### config.mk
export PLATFORM = sky130hd
export DESIGN_NAME = bts_front
export DESIGN_NICKNAME = d
export VERILOG_FILES = /design/src/design/bts_pkg.sv /design/src/design/bts_front.sv
export SDC_FILE = /design/constraint.sdc
export NUM_CORES = 1
export LEC_CHECK = 0
export ABC_AREA = 1
export BUFFER_PORTS_ARGS = -buffer_cell sky130_fd_sc_hd__buf_2
export CAP_MARGIN = 20
export CORE_MARGIN = 4
export CORE_UTILIZATION = 55
export DETAILED_ROUTE_END_ITERATION = 6
export GPL_ROUTABILITY_DRIVEN = 0
export GPL_TIMING_DRIVEN = 0
export PLACE_DENSITY = 0.79
export SLEW_MARGIN = 20
export SYNTH_ARGS = -nofsm -noshare
export SYNTH_HDL_FRONTEND = slang
export SYNTH_SLANG_ARGS = --single-unit
### constraint.sdc
create_clock -name clk -period 8.1 [get_ports clk]
set_clock_uncertainty 0.2 [all_clocks]
set_input_delay 0.81 -clock clk [delete_from_list [all_inputs] [get_ports clk]]
set_output_delay 0.81 -clock clk [all_outputs]
set_load 0.01 [all_outputs]
### src/design/bts_pkg.sv
// Shared types and constants for the best threshold split search block.
package bts_pkg;

  localparam int FEAT_W_MAX = 24;
  localparam int CNT_W_MAX  = 33;
  localparam int PROD_W     = 96;

  localparam logic [1:0] REG_PENALTY   = 2'd0;
  localparam logic [1:0] REG_NEG_TOTAL = 2'd1;
  localparam logic [1:0] REG_POS_TOTAL = 2'd2;

  localparam logic [23:0] PENALTY_RESET = 24'd65536;

  // One boundary to be scored in both directions.
  typedef struct packed {
    logic [FEAT_W_MAX-1:0] feat;
    logic [31:0]           thr;
    logic [23:0]           weight;
    logic [CNT_W_MAX-1:0]  negs;
    logic [CNT_W_MAX-1:0]  poss;
    logic                  end_all;
  } job_t;

  typedef enum logic [3:0] {
    B_IDLE,
    B_CNT,
    B_MULP,
    B_DIFF,
    B_LO,
    B_HI,
    B_SAT,
    B_OFFER,
    B_EMIT
  } back_state_t;

endpackage

### src/design/bts_front.sv
// Front end: accepts examples, keeps running counts and raises boundary jobs.
module bts_front
  import bts_pkg::*;
#(
  parameter int FEATURE_BITS = 16,
  parameter int COUNT_BITS   = 20
) (
  input  logic        clk,
  input  logic        rst,
  input  logic        in_valid,
  output logic        in_stall,
  input  logic [15:0] feature_index,
  input  logic [31:0] sample_value,
  input  logic        label,
  input  logic [23:0] feat_weight,
  input  logic        last_of_feature,
  input  logic        last_of_all,
  output logic        push,
  output job_t        push_job,
  input  logic        fifo_full
);

  localparam int CW = COUNT_BITS + 1;
  localparam logic [CW-1:0] CNT_MAX = '1;

  logic [31:0]   prev_value;
  logic          have_prev;
  logic [CW-1:0] neg_run;
  logic [CW-1:0] pos_run;
  logic          pend_a;
  logic          pend_b;
  job_t          job_a;
  job_t          job_b;

  logic          accept;
  logic [CW-1:0] neg_inc;
  logic [CW-1:0] pos_inc;
  logic [FEAT_W_MAX-1:0] feat_w;
  logic          ends;

  assign in_stall = pend_a | pend_b;
  assign accept   = in_valid && !in_stall;
  assign push     = pend_a | pend_b;
  assign push_job = pend_a ? job_a : job_b;

  assign feat_w  = FEAT_W_MAX'(FEATURE_BITS'(feature_index));
  assign ends    = last_of_feature | last_of_all;
  assign neg_inc = (!label && neg_run != CNT_MAX) ? neg_run + 1'b1 : neg_run;
  assign pos_inc = (label && pos_run != CNT_MAX) ? pos_run + 1'b1 : pos_run;

  always_ff @(posedge clk) begin
    if (accept) begin
      job_a.feat    <= feat_w;
      job_a.thr     <= prev_value;
      job_a.weight  <= feat_weight;
      job_a.negs    <= CNT_W_MAX'(neg_run);
      job_a.poss    <= CNT_W_MAX'(pos_run);
      job_a.end_all <= 1'b0;
      job_b.feat    <= feat_w;
      job_b.thr     <= sample_value;
      job_b.weight  <= feat_weight;
      job_b.negs    <= CNT_W_MAX'(neg_inc);
      job_b.poss    <= CNT_W_MAX'(pos_inc);
      job_b.end_all <= last_of_all;
    end
  end

  always_ff @(posedge clk) begin
    if (rst) begin
      prev_value <= '0;
      have_prev  <= 1'b0;
      neg_run    <= '0;
      pos_run    <= '0;
      pend_a     <= 1'b0;
      pend_b     <= 1'b0;
    end else if (accept) begin
      pend_a <= have_prev && (sample_value != prev_value);
      pend_b <= ends;
      if (ends) begin
        prev_value <= '0;
        have_prev  <= 1'b0;
        neg_run    <= '0;
        pos_run    <= '0;
      end else begin
        prev_value <= sample_value;
        have_prev  <= 1'b1;
        neg_run    <= neg_inc;
        pos_run    <= pos_inc;
      end
    end else if (push && !fifo_full) begin
      if (pend_a) pend_a <= 1'b0;
      else        pend_b <= 1'b0;
    end
  end

endmodule

==> results.rst <==
.. list-table::
   :header-rows: 1

   * - Metric
     - Value
   * - Status
     - finished clean
   * - Full die area
     - 24000 µm²
   * - Reg-to-Reg Start
     - pend_a
   * - Most common library cell in the layout ignoring fill and taps
     - nand2_1
   * - Global-route track usage on met2
     - 41.3%
   * - Reg2reg end
     - job_b[81]
   * - PortBufs
     - 194
   * - Met1 track demand over resource
     - 27.3%
   * - Clock-pin transition on the worst setup and hold timing paths
     - 0.06 ns
   * - Total via count after detailed routing
     - 8937
   * - Fraction of power spent switching nets
     - 22.3%
   * - Clock H-tree levels
     - 1
   * - Length in cells of the worst reg-to-reg path
     - 5
   * - Placed wire-length estimate after detailed placement
     - 19000 µm
   * - Average via count per standard cell
     - 4.99
   * - Filler-free cell count of the finished design
     - 1790
   * - GRT Residual Overflow
     - 0
   * - Kind of launch point of the worst setup path
     - flop
   * - Post-CTS resize count
     - 0
   * - Count of TritonRoute iterations in the first routing pass
     - 5
   * - Drt wl/cell
     - 15.3 µm
   * - Required @ worst endpoint
     - 7.09 ns
   * - Die Y
     - 155 µm
   * - Critical setup path kind
     - flop to output port
   * - Final worst-path cycle share
     - 43.2%
   * - Seq pwr share
     - 49.4%
   * - Worst voltage drop across the vdd grid
     - 0.196 mV
   * - Mapped cell area
     - 11900 µm²
   * - Via count of the first global-routing pass
     - 8791
   * - Net Sw Power
     - 0.000702 W
   * - Initial core utilization
     - 56.2%
   * - CP arrival
     - 2.49 ns
   * - Maximum clock frequency
     - 286 MHz
   * - Mapped Cells
     - 1238
   * - Cell total after placement
     - 1739
   * - Nets@finish
     - 1574
   * - Initial drt markers
     - 549
   * - Maximum fanout along the worst path
     - 10
   * - Total of warnings raised by yosys
     - 0
   * - Count of distinct cell types in the synthesized netlist
     - 34
   * - Floorplan core area
     - 21100 µm²
   * - Leakage Power
     - 6.03 nW
   * - Cell at the root of the clock tree
     - clkbuf_16
   * - Normalized max-slew margin
     - 57.1%
   * - Growth of design area from synthesis to finish
     - 20.5%
   * - Final critical path time including I/O delays and setup
     - 3.50 ns
   * - Setup Slack @ Placement
     - 5.17 ns
   * - Critical Path End Type
     - output port
   * - Final routed DRC violation total
     - 0
   * - Fin Setup TNS
     - 0 ns
   * - Total wire length after detailed routing
     - 27300 µm
   * - Pwr Density
     - 220 nW/µm²
   * - Max-Cap Viols
     - 0
   * - Pin count of the biggest net entering global routing
     - 116
   * - Die extent in x
     - 155 µm
   * - Sinks on Clock Net
     - 266
   * - Final Slew Violations
     - 0
   * - Hold EP
     - job_a[36]
   * - Remaining antenna violation count
     - 0
   * - Cts-stage hold buffer count
     - 0
   * - Finish-stage setup viols
     - 0
   * - Seq/Total Area, Yosys
     - 60.9%
   * - Cell area after layout
     - 14300 µm²
   * - Layout cells sized above 1
     - 23.1%
   * - Largest buffer count on any clock path
     - 3
   * - Syn Area/Cell
     - 9.58 µm²
   * - Cell-internal power
     - 0.00245 W
   * - Post-layout power
     - 0.00315 W
   * - Initial antenna violation count
     - 1
   * - Worst reg-to-reg setup slack
     - 5.67 ns
   * - Number of hold violations in the final report
     - 0
   * - Clock tree from TritonCTS
     - yes
   * - Worst Setup Slack, final
     - 4.60 ns
   * - Setup Buffers After CTS
     - 0
   * - Worst-Skew Late Latency
     - 0.54 ns
   * - Transition time at the pin with the least slew margin
     - 0.643 ns
   * - RSZ-0062 raised after global routing
     - false
   * - Classification of the worst-slack hold path
     - flop to flop
   * - Commonest cells after routing, fill and taps aside
     - nand2_1, buf_2, edfxtp_1
   * - Critical hold path startpoint
     - neg_run[2]
   * - Clock buffers created by TritonCTS
     - 27
   * - Share of power burned in the clock network
     - 41.9%
   * - Number of placement rows
     - 53
   * - GR Util All Layers
     - 22.5%
   * - Gate power share
     - 8.8%
   * - Number of synthesized register bits
     - 266
   * - Number of cells traversed by the worst hold path
     - 0
   * - Met3 GRT Util
     - 3.53%
   * - Count of boundary I/O pins
     - 228
   * - Wire length of the first global-routing pass
     - 43900 µm
   * - Most Used Layer, Global Route
     - met2
   * - Placement-stage cell area
     - 13300 µm²
[registers in the layout, indices dropped and copies added, names as in the netlist]
signal      count
have_prev       1
job_a          90
job_b          99
neg_run        21
pend_a          1
pend_b          1
pos_run        21
prev_value     32
[how the worst max path moves through the flow]
stage,start,end,slack (ns),cells after the start
6_report,pend_a,push_job[46],4.60,7
3_5_place_dp,pend_a,push_job[46],5.17,7
4_1_cts,pend_a,push_job[46],4.59,7
5_1_grt,pend_a,push_job[46],4.44,7
2_1_floorplan,in_valid,neg_run[20],2.48,6
3_3_place_gp,in_valid,pos_run[20],0.79,7
[through the flow]
step | util [%] | hold WS [ns]
2_1_floorplan | - | 0.203
3_3_place_gp | 63.0 | 0.212
3_5_place_dp | 63.2 | 0.222
4_1_cts | 67.7 | 0.226
5_1_grt | 67.7 | 0.230
6_report | 67.7 | 0.242
[power by group through the flow]
stage / sequential [W] / combinational [W] / clock, W
2_1_floorplan: 0.00159 / 0.000164 / 0
3_3_place_gp: 0.00160 / 0.000268 / 0
3_5_place_dp: 0.00158 / 0.000278 / 0
4_1_cts: 0.00156 / 0.000280 / 0.00134
5_1_grt: 0.00156 / 0.000306 / 0.00139
6_report: 0.00155 / 0.000277 / 0.00132
[area by class of cell]
cell class / instances / area (µm²)
Sequential cell: 266 / 7220
Fill cell: 1639 / 6800
Multi-Input combinational cell: 826 / 3760
Timing Repair Buffer: 195 / 998
Clock buffer: 41 / 798
Buffer: 123 / 795
Tap cell: 275 / 344
Inverter: 54 / 210
Clock inverter: 9 / 159
Antenna cell: 1 / 2.50
[kinds of logic after synthesis]
group | after synthesis | share of synthesized area (%)
AO/OA/AOI/OAI | 87 | 3.91
flip-flops | 266 | 60.9
adder cells (fa/ha/maj) | 2 | 0.211
other | 1 | 0.0316
buffers and inverters | 177 | 8.41
AND/OR/NAND/NOR | 666 | 23.7
XOR/XNOR | 39 | 2.88
[worst max-delay path, cell delays in order, from the launching register on]
cell and delay, ns:
dfxtp_1 0.29, buf_2 0.17, inv_2 0.10, clkbuf_1 0.47
clkbuf_1 0.54, nand2_1 0.10, nand2_1 0.13, buf_2 0.15
[metal layers]
| layer | share of wire [%] | up-vias |
|---|---|---|
| li1 | - | 4461 |
| met1 | 40 | 4132 |
| met2 | 52 | 298 |
| met3 | 6.4 | 46 |
| met4 | 2.4 | 0 |
| met5 | 0 | - |
[cell usage after synthesis]
library cell	n	area, µm²
nor3_4	1	16.3
xnor2_1	38	333
nand3b_2	1	11.3
nor2_4	1	11.3
inv_2	2	7.51
a21o_1	6	45.0
and2_1	30	188
o21ai_0	3	15.0
nor2_1	52	195
or2_2	1	6.26
nand4_1	11	68.8
a31o_2	1	8.76
buf_2	8	40.0
nand3b_1	2	15.0
buf_1	6	22.5
ha_1	2	25.0
nand3_4	1	17.5
buf_6	5	56.3
nor3_1	4	20.0
edfxtp_1	189	5680
clkbuf_1	28	105
o211a_1	2	20.0
nor2_2	6	37.5
nand2_4	1	11.3
xor2_1	1	8.76
dfxtp_1	77	1540
nand2_2	3	18.8
nand2_1	470	1760
conb_1	1	3.75
nand3_1	78	390
a21oi_1	75	375
nand3_2	4	40.0
inv_1	52	195
buf_4	76	571
Power figures use the tool's default switching activity.
