--- src/design/bts_pkg.sv ---
// Shared types and constants for the best threshold split search block.
package bts_pkg;

  localparam int FEAT_W_MAX = 24;
  localparam int CNT_W_MAX  = 33;
  localparam int PROD_W     = 96;

  localparam logic [1:0] REG_PENALTY   = 2'd0;
  localparam logic [1:0] REG_NEG_TOTAL = 2'd1;
  localparam logic [1:0] REG_POS_TOTAL = 2'd2;

  localparam logic [23:0] PENALTY_RESET = 24'd65536;

  // One boundary to be scored in both directions.
  typedef struct packed {
    logic [FEAT_W_MAX-1:0] feat;
    logic [31:0]           thr;
    logic [23:0]           weight;
    logic [CNT_W_MAX-1:0]  negs;
    logic [CNT_W_MAX-1:0]  poss;
    logic                  end_all;
  } job_t;

  typedef enum logic [3:0] {
    B_IDLE,
    B_CNT,
    B_MULP,
    B_DIFF,
    B_LO,
    B_HI,
    B_SAT,
    B_OFFER,
    B_EMIT
  } back_state_t;

endpackage

--- src/design/bts_fifo.sv ---
// Two-entry queue of boundary jobs between front and back.
module bts_fifo
  import bts_pkg::*;
(
  input  logic clk,
  input  logic rst,
  input  logic push,
  input  job_t push_job,
  output logic full,
  input  logic pop,
  output job_t pop_job,
  output logic empty
);

  job_t       mem [2];
  logic       wr_ptr;
  logic       rd_ptr;
  logic [1:0] count;

  assign full    = (count == 2'd2);
  assign empty   = (count == 2'd0);
  assign pop_job = mem[rd_ptr];

  always_ff @(posedge clk) begin
    if (push && !full) begin
      mem[wr_ptr] <= push_job;
    end
  end

  always_ff @(posedge clk) begin
    if (rst) begin
      wr_ptr <= 1'b0;
      rd_ptr <= 1'b0;
      count  <= 2'd0;
    end else begin
      if (push && !full) wr_ptr <= ~wr_ptr;
      if (pop && !empty) rd_ptr <= ~rd_ptr;
      case ({push && !full, pop && !empty})
        2'b10:   count <= count + 2'd1;
        2'b01:   count <= count - 2'd1;
        default: count <= count;
      endcase
    end
  end

endmodule

--- config.mk ---
export PLATFORM = sky130hd
export DESIGN_NAME = bts_fifo
export DESIGN_NICKNAME = d
export VERILOG_FILES = /design/src/design/bts_pkg.sv /design/src/design/bts_fifo.sv
export SDC_FILE = /design/constraint.sdc
export NUM_CORES = 1
export LEC_CHECK = 0
export BUFFER_PORTS_ARGS = -buffer_cell sky130_fd_sc_hd__buf_2
export CORE_ASPECT_RATIO = 1.1
export CORE_MARGIN = 2
export CORE_UTILIZATION = 47
export DETAILED_ROUTE_END_ITERATION = 8
export PLACE_DENSITY = 0.83
export SYNTH_ARGS = -nofsm -noshare
export SYNTH_HDL_FRONTEND = slang
export SYNTH_SLANG_ARGS = --single-unit
--- constraint.sdc ---
create_clock -name clk -period 5.4 [get_ports clk]
set_clock_uncertainty 0.15 [all_clocks]
set_input_delay 0.81 -clock clk [delete_from_list [all_inputs] [get_ports clk]]
set_output_delay 0.81 -clock clk [all_outputs]
set_load 0.005 [all_outputs]
==> results.md, run 1 <==
* Fmax achieved at 286 MHz
* Reg area at ~8900 µm²
* PortBufs at 299
* Sequential area share after synthesis at 82.8%
* Hold EP: mem[1][98]$_DFFE_PP_
* Die area at 24,200 µm²
* Post-DRT Antenna Nets at 0
* Via count at between 5,000 and 6,000
* Die height at 163 µm
* Cell count after synthesis at 483
* Clock Tree Buf Depth at 3
* HP Class: input port to register
* Status: finished, final reports clean
* Hold path cells at 1
* Yosys reg bits at approximately 300
* Mapped cell area at ~11,000 µm²
* Slowest-stage cell, CP: dfxtp_4
* GP Congestion at 0.758
* Worst-skew pair later-pin latency at 0.52 ns
* CP max stage delay at 0.95 ns
* FILL cells at 1,654
* PostCTS Resize Cnt at 0
* RSZ-0062 raised after global routing: false
* Cells along the critical path: buf_12 > mux2_2 > buf_2
* Critical path launch point type: register
* Initial Util at 47.5%
* Global-route wire length before repair at 29,700 µm
* Largest net degree at the start of global routing at 95
* CTS tree: yes
* Die W at 148 µm
* Reported leakage power at 5.01 nW
* Worst Path Arrival at about 2.5 ns
* H-tree Lvls at 1
* Maxcap violations at 0
* Antenna violations before repair at 3
* Max VDD drop at 0.323 mV
* Reg2reg setup slack at 2.66 ns
* CTS Hold Bufs at 0
* Post-DP HPWL at approximately 13,000 µm
* Final net count at 954
* Post-route DRC at 0
* Root buffer cell: clkbuf_16
* Setup TNS Final at 0 ns
* # IOs at 300
* Worst-path fanout max at 80
* Total grt overflow at 0
* CTS Sinks at 299
* Setup crit end kind: output pin
* Finish-stage setup viols at 0
* Mapped Nets at between 600 and 700
* Share of layout cells above drive strength 1 at between 60 and 70%
* Detailed Route WL at 20,100 µm
* Hold path startpoint: push_job[98]
* Post-CTS setup buffers at 0
* Synth unique cells at 17
* Total CTS buffers at 29
* Endpoints failing hold at 0
* Power Density at 465 nW/µm²
* Tmin final at 3.49 ns
* Gr usage total at 15.8%
* Final worst-path cycle share at 64.7%
* RR Startpoint: count[0]$_SDFFE_PP0P_
* Vias per cell at approximately 4.9
* Starting DRT DRC Count at 234
* Critical path class: register to output pin
* Vias in the first global route at between 5,000 and 6,000
* YS warnings at 0
* Synthesis-to-layout area growth at 25.3%
* Max-slew violation count at 0
* Routed len/inst at 17.8 µm
* Reg2Reg Depth at 5
* Clk slew on worst S/H paths at roughly 0.060 ns
* Core area at 22,700 µm²
* CP Data Required Time at 4.44 ns
* Measured slew at the worst slew-check pin at 0.942 ns
* Relative slew slack at 37.2%
* Drt pass-1 iters at 4
* Syn Area/Cell at 22.3 µm²
* WHS at 0.296 ns
* FF-to-FF End: mem[0][42]$_DFFE_PP_
* Floorplan row count at 58
* Multi-input gate area at 1770 µm²
[kinds of logic after synthesis]
kind of cell / after synthesis / share of synthesized area [%]
multiplexers: 147 / 15.3
flip-flops: 299 / 82.8
AND/OR/NAND/NOR: 9 / 0.429
XOR/XNOR: 3 / 0.244
adder cells (fa/ha/maj): 1 / 0.116
AO/OA/AOI/OAI: 5 / 0.255
buffers and inverters: 19 / 0.847
[cells in the final DEF (no fill, tap or decap), types with 2 or more instances in the layout]
cell type,n
buf_2,299
edfxtp_1,294
mux2_2,147
clkbuf_16,29
clkinv_1,7
clkbuf_1,6
nor2_1,4
clkinv_2,4
dfxtp_1,4
buf_4,4
clkinvlp_4,3
diode_2,2
or3_1,2
inv_6,2
xnor2_1,2
o21ai_0,2
a21oi_1,2
clkinv_4,2
[how the worst max path moves through the flow]
stage                        start                   end  slack [ns]  cells after the start
after CTS                 register           pop_job[98]        1.85                      3
after global routing      register           pop_job[44]        1.79                      3
final                     register           pop_job[56]        1.91                      3
after global placement        push  mem[0][45]$_DFFE_PP_        2.32                      5
after detailed placement      push  mem[0][48]$_DFFE_PP_        2.28                      5
after floorplan               push   mem[1][0]$_DFFE_PP_        0.49                      1
[critical path: cells and delay by family (launching register included)]
| kind | cells | cell delay (ns) |
|---|---|---|
| flops | 1 | 0.95 |
| mux | 1 | 0.40 |
| buf+inv | 2 | 0.56 |
[per-layer routing]
metal	wire (µm)	global-route usage, %	up-vias	part of all wire [%]
li1	-	-	2568	-
met1	7330	18.2	2733	36
met2	10600	28.2	211	53
met3	1420	4.31	50	7.1
met4	683	6.10	2	3.4
met5	13	0	-	0.065
[sequential cells by signal (all words and copies together) (netlist names), named ones only]
| signal | cells |
|---|---|
| mem | 294 |
| wr_ptr | 1 |
| rd_ptr | 1 |
| count | 2 |
[cell type report]
cell class              instances  area share, %
inverters                       3          0.120
clock buffers                  35           5.53
flip-flops and latches        299           66.1
multi-input cells             165           13.1
diodes                          2         0.0370
repair buffers                304           11.4
well taps                     300           2.78
clock inverters                18          0.925
[through the flow]
stage / setup slack (ns) / utilization [%] / area, µm² / instances / power, mW
6_report: 1.91 / 59.5 / 13500 / 1126 / 6.28
5_1_grt: 1.79 / 59.5 / 13500 / 1126 / 6.57
4_1_cts: 1.85 / 59.5 / 13500 / 1124 / 6.36
3_5_place_dp: 2.28 / 55.7 / 12600 / 1071 / 4.52
3_3_place_gp: 2.32 / 55.7 / 12600 / 1071 / 4.48
2_1_floorplan: 0.490 / - / 10800 / 483 / 3.93
[power by group]
group	switching, mW	internal [mW]	leakage, nW	total [mW]
sequential	0.147	2.93	2.79	3.08
combinational	0.641	0.728	1.80	1.37
clock	0.801	1.03	0.418	1.84
total	1.59	4.69	5.01	6.28
[synthesized netlist by cell type, drive strengths merged]
library cell / instances / area share [%]
dfxtp: 5 / 0.93
o21a: 1 / 0.070
and3: 1 / 0.058
edfxtp: 294 / 82
o21ai: 2 / 0.093
nand2: 1 / 0.035
nor2: 4 / 0.14
nand2b: 1 / 0.081
or3: 2 / 0.12
buf: 16 / 0.74
ha: 1 / 0.12
inv: 3 / 0.10
xnor2: 2 / 0.16
a21oi: 2 / 0.093
xor2: 1 / 0.081
mux2: 147 / 15
Note: power is estimated with default switching activity, not from simulation.
==> run 2: changes to the inputs <==
==> constraint.sdc (replaced) <==
create_clock -name clk -period 3.45 [get_ports clk]
set_clock_uncertainty 0.15 [all_clocks]
set_input_delay 0.5175 -clock clk [delete_from_list [all_inputs] [get_ports clk]]
set_output_delay 0.5175 -clock clk [all_outputs]
set_load 0.005 [all_outputs]
==> results.md, run 2 (synthesis gave the netlist of run 1 again) <==
* Synthesis-to-layout area growth at 33.8%
* Largest reg by FF count: mem
* Worst-skew pair later-pin latency at 0.54 ns (+0.02 ns)
* Core area at 22,700 µm² (unchanged)
* Initial Util at 47.5% (unchanged)
* RSZ-0062 raised after global routing: false
* RR Startpoint: count[0]$_SDFFE_PP0P_
* Share of layout cells above drive strength 1 at 54.9% (-5.3 points)
* Routed len/inst at 18.1 µm (+1.4%)
* Power Density at 702 nW/µm² (+51%)
* Floorplan row count at 58 (unchanged)
* CP Capture Point: pop_job[129]
* CP Data Required Time at 2.78 ns (-1.66 ns)
* Largest net degree at the start of global routing at 75 (-21%)
* DP Area at 12,700 µm² (+0.58%)
* Total CTS buffers at 29 (unchanged)
* Antenna violations before repair at 0 (-3)
* Most frequent cells in the layout: 299 x buf_2, 294 x edfxtp_1, 147 x mux2_2
* Fmax achieved at 354 MHz
* Die W at 148 µm (unchanged)
* Max-slew violation count at 0 (unchanged)
* Worst Path Arrival at 2.16 ns (-0.37 ns)
* Clk slew on worst S/H paths at 0.06 ns (about the same)
* Detailed Route WL at 21,800 µm (+8.7%)
* Starting DRT DRC Count at 292 (+25%)
* FF-to-FF End: mem[0][59]$_DFFE_PP_
* Maxcap violations at 0 (unchanged)
* Worst-path fanout max at 74 (-7.5%)
* Global-route wire length before repair at 31,800 µm (+6.9%)
* Clock Tree Buf Depth at 3 (unchanged)
* Critical path launch point type: register
* Leading registers by flop count: mem (294), count (2)
* CTS Sinks at 299 (unchanged)
* Finish-stage setup viols at 0 (unchanged)
* Final worst-path cycle share at slightly above 80%
* Status: finished, final reports clean
* Max VDD drop at 0.666 mV (+110%)
* # IOs at 300 (unchanged)
* Commonest non-fill, non-tap cell in the layout: buf_2
* Measured slew at the worst slew-check pin at 0.461 ns (-0.481 ns)
* Pwr Total at 10.1 mW (+61%)
* HP Class: input port to register
* Endpoints failing hold at 0 (unchanged)
* Die height at 163 µm (unchanged)
* Reg2reg setup slack at 1.23 ns (-1.43 ns)
* Drt pass-1 iters at 4 (unchanged)
* Total grt overflow at 0 (unchanged)
* Post-DRT Antenna Nets at 0 (unchanged)
* GP Congestion at 0.763 (+0.65%)
* Post-route cell area at 14,400 µm² (+6.8%)
* Final net count at 1,036 (+8.6%)
* FILL cells at 1,528 (-7.6%)
* CTS tree: yes
* Post-route DRC at 0 (unchanged)
* Reg2Reg Depth at 5 (unchanged)
* Post-DP HPWL at 13,800 µm (+4.4%)
* Fin util at 63.6% (+4.0 points)
* H-tree Lvls at 1 (unchanged)
* Vias in the first global route at 6,128 (+6.6%)
* Setup TNS Final at 0 ns (unchanged)
* Root buffer cell: clkbuf_16
* Max reg flops at 294 (unchanged)
* Reported leakage power at 5.40 nW (+7.7%)
* Via count at 5,944 (+6.8%)
* PortBufs at 299 (unchanged)
* Tmin final at 2.83 ns
* Vias per cell at 4.92 (-0.34%)
* Hold path startpoint: push_job[122]
* Post-CTS setup buffers at 0 (unchanged)
* Relative slew slack at 69.2% (+32 points)
* Setup crit end kind: output pin
* Setup slack after layout at 0.623 ns (-1.28 ns)
* Die area at 24,200 µm² (unchanged)
* Hold path cells at 1 (unchanged)
* Critical path class: register to output pin
* Gr usage total at 16.9% (+1.1 points)
* Worst slack, placed at 1.17 ns (-1.11 ns)
==> run 2: how the worst min path moves through the flow <==
stage                             to
6_report       mem[1][122]$_DFFE_PP_
5_1_grt          mem[1][4]$_DFFE_PP_
4_1_cts         mem[1][27]$_DFFE_PP_
3_5_place_dp     wr_ptr$_SDFFE_PP0P_
3_3_place_gp     wr_ptr$_SDFFE_PP0P_
2_1_floorplan    wr_ptr$_SDFFE_PP0P_
==> run 2: cell type report <==
class / instances / area, µm² / share of cell area (%)
clock buffers: 36 / 752 / 5.21
inverters: 3 / 15.0 / 0.104
multi-input cells: 165 / 1780 / 12.3
clock inverters: 17 / 155 / 1.07
flip-flops and latches: 299 / 8930 / 61.9
well taps: 300 / 375 / 2.60
diodes: 1 / 2.50 / 0.0173
repair buffers: 386 / 2430 / 16.8
==> run 2: stage by stage <==
stage	hold WS (ns)	cells
4_1_cts	0.00000405	1189
3_3_place_gp	0.335	1072
2_1_floorplan	0.306	483
5_1_grt	0.000707	1206
3_5_place_dp	0.344	1072
6_report	0.0219	1207
==> run 2: where the power goes <==
group          total, mW  switching (mW)  internal, mW
logic               2.36            1.12          1.24
registers           4.75           0.168          4.58
clock network       3.02            1.26          1.76
==> run 2: layer usage <==
| layer | share of wire (%) | GRT usage (%) | routed length (µm) | up-vias |
|---|---|---|---|---|
| met5 | 0 | 0 | 0 | - |
| met4 | 3.3 | 6.19 | 721 | 0 |
| met2 | 52 | 30.3 | 11300 | 262 |
| met1 | 37 | 19.1 | 8090 | 2887 |
| met3 | 7.7 | 5.18 | 1670 | 55 |
| li1 | - | - | - | 2740 |
==> run 2: critical path, stage by stage, from the launching register on <==
cell,delay [ns]
dfxtp_4,0.59
buf_12,0.36
mux2_2,0.41
buf_2,0.13
==> run 2: what timing repair did <==
action	4_1_cts	5_1_grt
resized for setup	0	0
endpoints found under the setup margin	0	0
endpoints found under the hold margin	121	30
hold buffers	64	17
